## config.mk

```make
export PLATFORM = sky130hd
export DESIGN_NAME = cll_ctrl
export DESIGN_NICKNAME = d
export VERILOG_FILES = /design/src/cll_pkg.sv /design/src/cll_ctrl.sv
export SDC_FILE = /design/constraint.sdc
export NUM_CORES = 1
export LEC_CHECK = 0
export ABC_AREA = 0
export BUFFER_PORTS_ARGS = -buffer_cell sky130_fd_sc_hd__clkbuf_2
export CAP_MARGIN = 20
export CORE_MARGIN = 2
export CORE_UTILIZATION = 24
export CTS_BUF_LIST = sky130_fd_sc_hd__clkbuf_8
export DETAILED_ROUTE_END_ITERATION = 6
export PLACE_DENSITY = 0.48
export SYNTH_ARGS = -nofsm -noshare
export SYNTH_HDL_FRONTEND = slang
export SYNTH_SLANG_ARGS = --single-unit
```

## constraint.sdc

```tcl
create_clock -name clk -period 1.45 [get_ports clk]
set_clock_uncertainty 0.15 [all_clocks]
set_input_delay 0 -clock clk [delete_from_list [all_inputs] [get_ports clk]]
set_output_delay 0 -clock clk [all_outputs]
set_load 0.05 [all_outputs]
```

## src/cll_pkg.sv

```systemverilog
// package: constants, opcodes, status codes and control structs for the list engine
package cll_pkg;
    localparam int DEPTH = 256;
    localparam int VALUE_BITS = 32;
    localparam int SLOT_BITS = $clog2(DEPTH);
    localparam int PTR_BITS = SLOT_BITS + 1;
    localparam logic [PTR_BITS-1:0] NIL = PTR_BITS'(DEPTH);

    typedef logic [PTR_BITS-1:0] ptr_t;
    typedef logic [SLOT_BITS-1:0] slot_t;
    typedef logic [VALUE_BITS-1:0] val_t;

    typedef enum logic [3:0] {
        OP_PREPEND    = 4'd0,
        OP_APPEND     = 4'd1,
        OP_INS_BEFORE = 4'd2,
        OP_INS_AFTER  = 4'd3,
        OP_DEL_FRONT  = 4'd4,
        OP_DEL_BACK   = 4'd5,
        OP_DEL_CURSOR = 4'd6,
        OP_MV_FRONT   = 4'd7,
        OP_MV_BACK    = 4'd8,
        OP_MV_PREV    = 4'd9,
        OP_MV_NEXT    = 4'd10,
        OP_CLEAR      = 4'd11
    } op_t;

    typedef enum logic [1:0] {
        ST_OK     = 2'd0,
        ST_EMPTY  = 2'd1,
        ST_NOCUR  = 2'd2,
        ST_FULL   = 2'd3
    } status_t;

    // controller to datapath
    typedef struct packed {
        logic load;     // latch the request
        logic read;     // phase 1: read neighbour links / free stack
        logic commit;   // phase 2: apply the operation
        logic fetch;    // phase 3: read front and back values
        logic finish;   // phase 4: register the result
    } cmd_t;
endpackage

```

## src/cll_ctrl.sv

```systemverilog
// controller state machine sequencing the phases of one request
module cll_ctrl
(
    input  logic          clk,
    input  logic          rst_n,
    input  logic          in_valid,
    output logic          in_ready,
    output logic          out_valid,
    input  logic          out_ready,
    output cll_pkg::cmd_t cmd
);
    import cll_pkg::*;

    typedef enum logic [4:0] {
        S_IDLE   = 5'b00001,
        S_READ   = 5'b00010,
        S_COMMIT = 5'b00100,
        S_FETCH  = 5'b01000,
        S_FINISH = 5'b10000
    } state_t;

    state_t state_reg, state_next;
    logic out_valid_reg, out_valid_next;
    logic finish;

    assign finish   = (state_reg == S_FINISH);
    assign in_ready = (state_reg == S_IDLE) && (!out_valid_reg || out_ready);
    assign out_valid = out_valid_reg;

    always_comb
    begin
        state_next = state_reg;
        case (state_reg)
            S_IDLE:   if (in_valid && in_ready) state_next = S_READ;
            S_READ:   state_next = S_COMMIT;
            S_COMMIT: state_next = S_FETCH;
            S_FETCH:  state_next = S_FINISH;
            S_FINISH: state_next = S_IDLE;
            default:  state_next = S_IDLE;
        endcase
        out_valid_next = out_valid_reg;
        if (out_ready) out_valid_next = 1'b0;
        if (finish) out_valid_next = 1'b1;
    end

    always_comb
    begin
        cmd.load   = in_valid && in_ready;
        cmd.read   = (state_reg == S_READ);
        cmd.commit = (state_reg == S_COMMIT);
        cmd.fetch  = (state_reg == S_FETCH);
        cmd.finish = finish;
    end

    always_ff @(posedge clk or negedge rst_n)
    begin
        if (!rst_n)
        begin
            state_reg     <= S_IDLE;
            out_valid_reg <= 1'b0;
        end
        else
        begin
            state_reg     <= state_next;
            out_valid_reg <= out_valid_next;
        end
    end
endmodule

```

==> flow_summary_export.csv <==
group,metric,value,unit
floorplanning,ioPinCount,11,
hold_path,min_path_cells,3,
sta,final_hold_viol_count,0,
sta,max-slew-margin-rel,81.6,%
power_and_ir_drop,leakage,0.000331,µW
grt,globalRoute.totalOverflow,0,
placement,io_buffer_count,10,
synth,synth.net_count,35,
grt,grt_first_pass_wirelength,1340,µm
final_layout,final_net_count,62,
route,route.detailed.vias_per_inst,4.19,
sta,post-route-worst-setup-slack,-0.259,ns
final_layout,post-route-cell-area,708,µm²
final_layout,instances_no_fill,72,
power_and_ir_drop,intPower,912,µW
floorplanning,core.rowCount,13,
clock_network,number_of_buffers_inserted_during_clock_tree_synthesis,3,
setup_path,crit_path_start_kind,"flop",
route,final_routed_wirelength,821,µm
setup_path,timing.critical_path.to_type,"output pin",
outcome,violated_checks,"setup timing",
final_layout,finalCoreUtilization,54.4,%
clock_network,clockRootBuffer,"sky130_fd_sc_hd__clkbuf_8",
final_layout,layout-area-overhead-vs-synth,110,%
synth,synth.top_cell.area_share,37.0,%
setup_path,cell_with_the_largest_stage_delay_on_the_worst_path,"sky130_fd_sc_hd__dfrtp_1",
power_and_ir_drop,share_clk_of_total_power,16.5,%
synth,cell_types_occupying_the_most_area_after_synthesis,"sky130_fd_sc_hd__dfrtp_1, sky130_fd_sc_hd__dfstp_2, sky130_fd_sc_hd__nor2b_2",
setup_path,worstReg2RegEnd,"state_reg[0]$_DFFE_PN1P_",
floorplanning,die_footprint,1720,µm²
route,detailroute.via_count,302,
sta,tightestPinTransition,0.277,ns
route,detail_route.iter0.violations,3,
final_layout,number_of_antenna_diodes,0,
setup_path,worst-r2r-cell-count,5,
clock_network,clkLatencyLatePin,0.22,ns
floorplanning,starting_utilization_of_the_core_area,26.0,%
synth,synth_cell_type_count,16,
synth,post_synth.cell_area_avg,10.9,µm²
synth,synth.yosys.seq_area_share,44.8,%
synth,netlist_instances,31,
setup_path,timing.critical_path.fanout_max,3,
synth,synth.yosys.warnings,0,
sta,layout_min_cycle_time,1.71,ns
setup_path,path_class,"reg -> out",
power_and_ir_drop,power_density,2100,nW/µm²
grt,maximum_number_of_pins_on_one_net_before_global_route_repair,6,
floorplanning,core_area,1300,µm²
sta,setup_repair_after_global_routing_missed_its_margin,"true",
final_layout,mostFrequentLayoutCell,"sky130_fd_sc_hd__buf_4",
setup_path,cp_data_arrival_time,1.56,ns
floorplanning,chipWidth,41.5,µm
hold_path,min_to,"state_reg[0]$_DFFE_PN1P_",
power_and_ir_drop,p_total,1490,µW
route,antenna_violating_nets_post_route,0,
route,detail_route.first_pass.iterations,3,
flow_run,cap_violations,0,
setup_path,crit_path_cell_trace,"buf_4 > or3_4 > nor3b_4 > buf_4 > buf_12",
sta,finalCritPeriodShare,118,%
final_layout,most-common-layout-cells,"sky130_fd_sc_hd__buf_4, sky130_fd_sc_hd__dfrtp_1, sky130_fd_sc_hd__clkbuf_2",
outcome,status,"complete, but fails checks",
setup_path,wp_data_required,1.30,ns
clock_network,cts_num_sinks,6,
sta,finalMaxSlewViolations,0,
final_layout,drive_gt1_share,71.9,%
final_layout,largest_register_ffs,5,
power_and_ir_drop,vdd.ir_drop.worst,0.842,mV
route,wl_per_cell,11.4,µm
setup_path,crit-reg2reg-launch,"state_reg[4]$_DFFE_PN0P_",
grt,grt_antenna_before_repair,0,
placement,placement.cell_area,508,µm²
clock_network,cts_tree,"done",
power_and_ir_drop,power.share.combinational,66.9,%
hold_path,hold_wc_path_type,"in -> reg",
sta,holdWs,0.0447,ns
power_and_ir_drop,net_switching_share_of_the_total_power,38.8,%
synth,synth_area,338,µm²
grt,vias_in_the_first_global_route,313,
hold_path,min-delay-start,"in_valid",
setup_path,register_to_register_setup_slack,-0.16,ns
floorplanning,dieHeight,41.5,µm
sta,achievable-frequency,0.585,GHz
placement,routabilityCongestion,0.709,
setup_path,max_stage_delay,0.38,ns
synth,synth_seq_cells,6,
power_and_ir_drop,switchingPower,578,µW
power_and_ir_drop,sequentialPowerShare,16.6,%
sta,report.final.setup_viol,9,
route,post-route-drc-count,0,
synth,synth_largest_area_cell,"sky130_fd_sc_hd__dfrtp_1",
grt,grt_usage,10.8,%
setup_path,critical_path.most_common_cell,"sky130_fd_sc_hd__buf_4",
clock_network,cts_htree_levels,1,
clock_network,cts_max_path_buffers,2,
clock_network,clock_slew_at_the_register_clock_pins_of_the_worst_setup_and_hold_paths,0.04,ns
placement,placed_cells,61,
-- layer usage --
metal	wire length, µm	vias to the layer above	part of all wire [%]	global-route usage [%]
met5	0	-	0	0
li1	-	152	-	-
met4	0	0	0	9.68
met1	290	145	35	10.8
met2	507	5	62	19.4
met3	23	0	2.8	1.30
-- critical path: cells and delay by family, from the launching register on --
kind          cells  cell delay, ns
buf+inv           3            0.39
flops             1            0.38
simple gates      2            0.56
-- final cells by class --
type                            count  area, µm²
Sequential cell                     6        151
Clock buffer                        3       41.3
Clock inverter                      1       3.75
Multi-Input combinational cell     22        240
Inverter                            1       3.75
Timing Repair Buffer               24        249
Fill cell                         121        593
Tap cell                           15       18.8
-- cell usage after synthesis --
cell type                  number
sky130_fd_sc_hd__o32ai_2        1
sky130_fd_sc_hd__buf_4          2
sky130_fd_sc_hd__nor2_1         4
sky130_fd_sc_hd__or2_4          1
sky130_fd_sc_hd__nor3b_1        2
sky130_fd_sc_hd__inv_1          1
sky130_fd_sc_hd__nor3b_2        2
sky130_fd_sc_hd__a21oi_1        1
sky130_fd_sc_hd__or3_4          2
sky130_fd_sc_hd__nor2b_2        3
sky130_fd_sc_hd__dfstp_2        1
sky130_fd_sc_hd__and2_1         1
sky130_fd_sc_hd__dfrtp_1        5
sky130_fd_sc_hd__nand2_1        1
sky130_fd_sc_hd__nand2b_1       3
sky130_fd_sc_hd__nand3_1        1
-- worst max path at each step --
stage | from | end | slack (ns) | depth (start not counted)
3_3_place_gp | state_reg[4]$_DFFE_PN0P_ | cmd[4] | -0.1 | 4
2_1_floorplan | state_reg[1]$_DFFE_PN0P_ | state_reg[0]$_DFFE_PN1P_ | -0.23 | 3
3_5_place_dp | state_reg[4]$_DFFE_PN0P_ | cmd[4] | -0.11 | 4
6_report | state_reg[4]$_DFFE_PN0P_ | cmd[2] | -0.26 | 5
5_1_grt | state_reg[4]$_DFFE_PN0P_ | cmd[2] | -0.34 | 5
4_1_cts | state_reg[4]$_DFFE_PN0P_ | cmd[2] | -0.28 | 5
-- timing repair --
item                                    in CTS  in global routing
hold buffers                                 3                  0
hold endpoints to repair                     7                  0
pin swaps                                    4                  7
endpoints found under the setup margin       9                 10
setup buffers                                3                  5
gates resized for setup                     16                 10
-- power by group through the flow --
stage	Sequential (µW)	Combinational, µW	Clock (µW)
after floorplan	256	467	0
after global placement	249	737	0
after detailed placement	251	748	0
after CTS	249	956	257
after global routing	256	1050	272
final	247	996	247
-- logic make-up after synthesis --
family | count (synthesis) | synth area share, %
AND/OR/NAND/NOR | 20 | 43.3
AO/OA/AOI/OAI | 2 | 6.30
flip-flops | 6 | 44.8
buffers and inverters | 3 | 5.55
-- metrics by stage --
stage / setup slack (ns) / TNS [ns]
CTS: -0.283 / -1.47
global route: -0.340 / -1.86
global placement: -0.0994 / -0.317
floorplan: -0.235 / -0.375
detailed placement: -0.110 / -0.336
finish: -0.259 / -1.36
No activity file was read; power rests on OpenSTA's default activity.
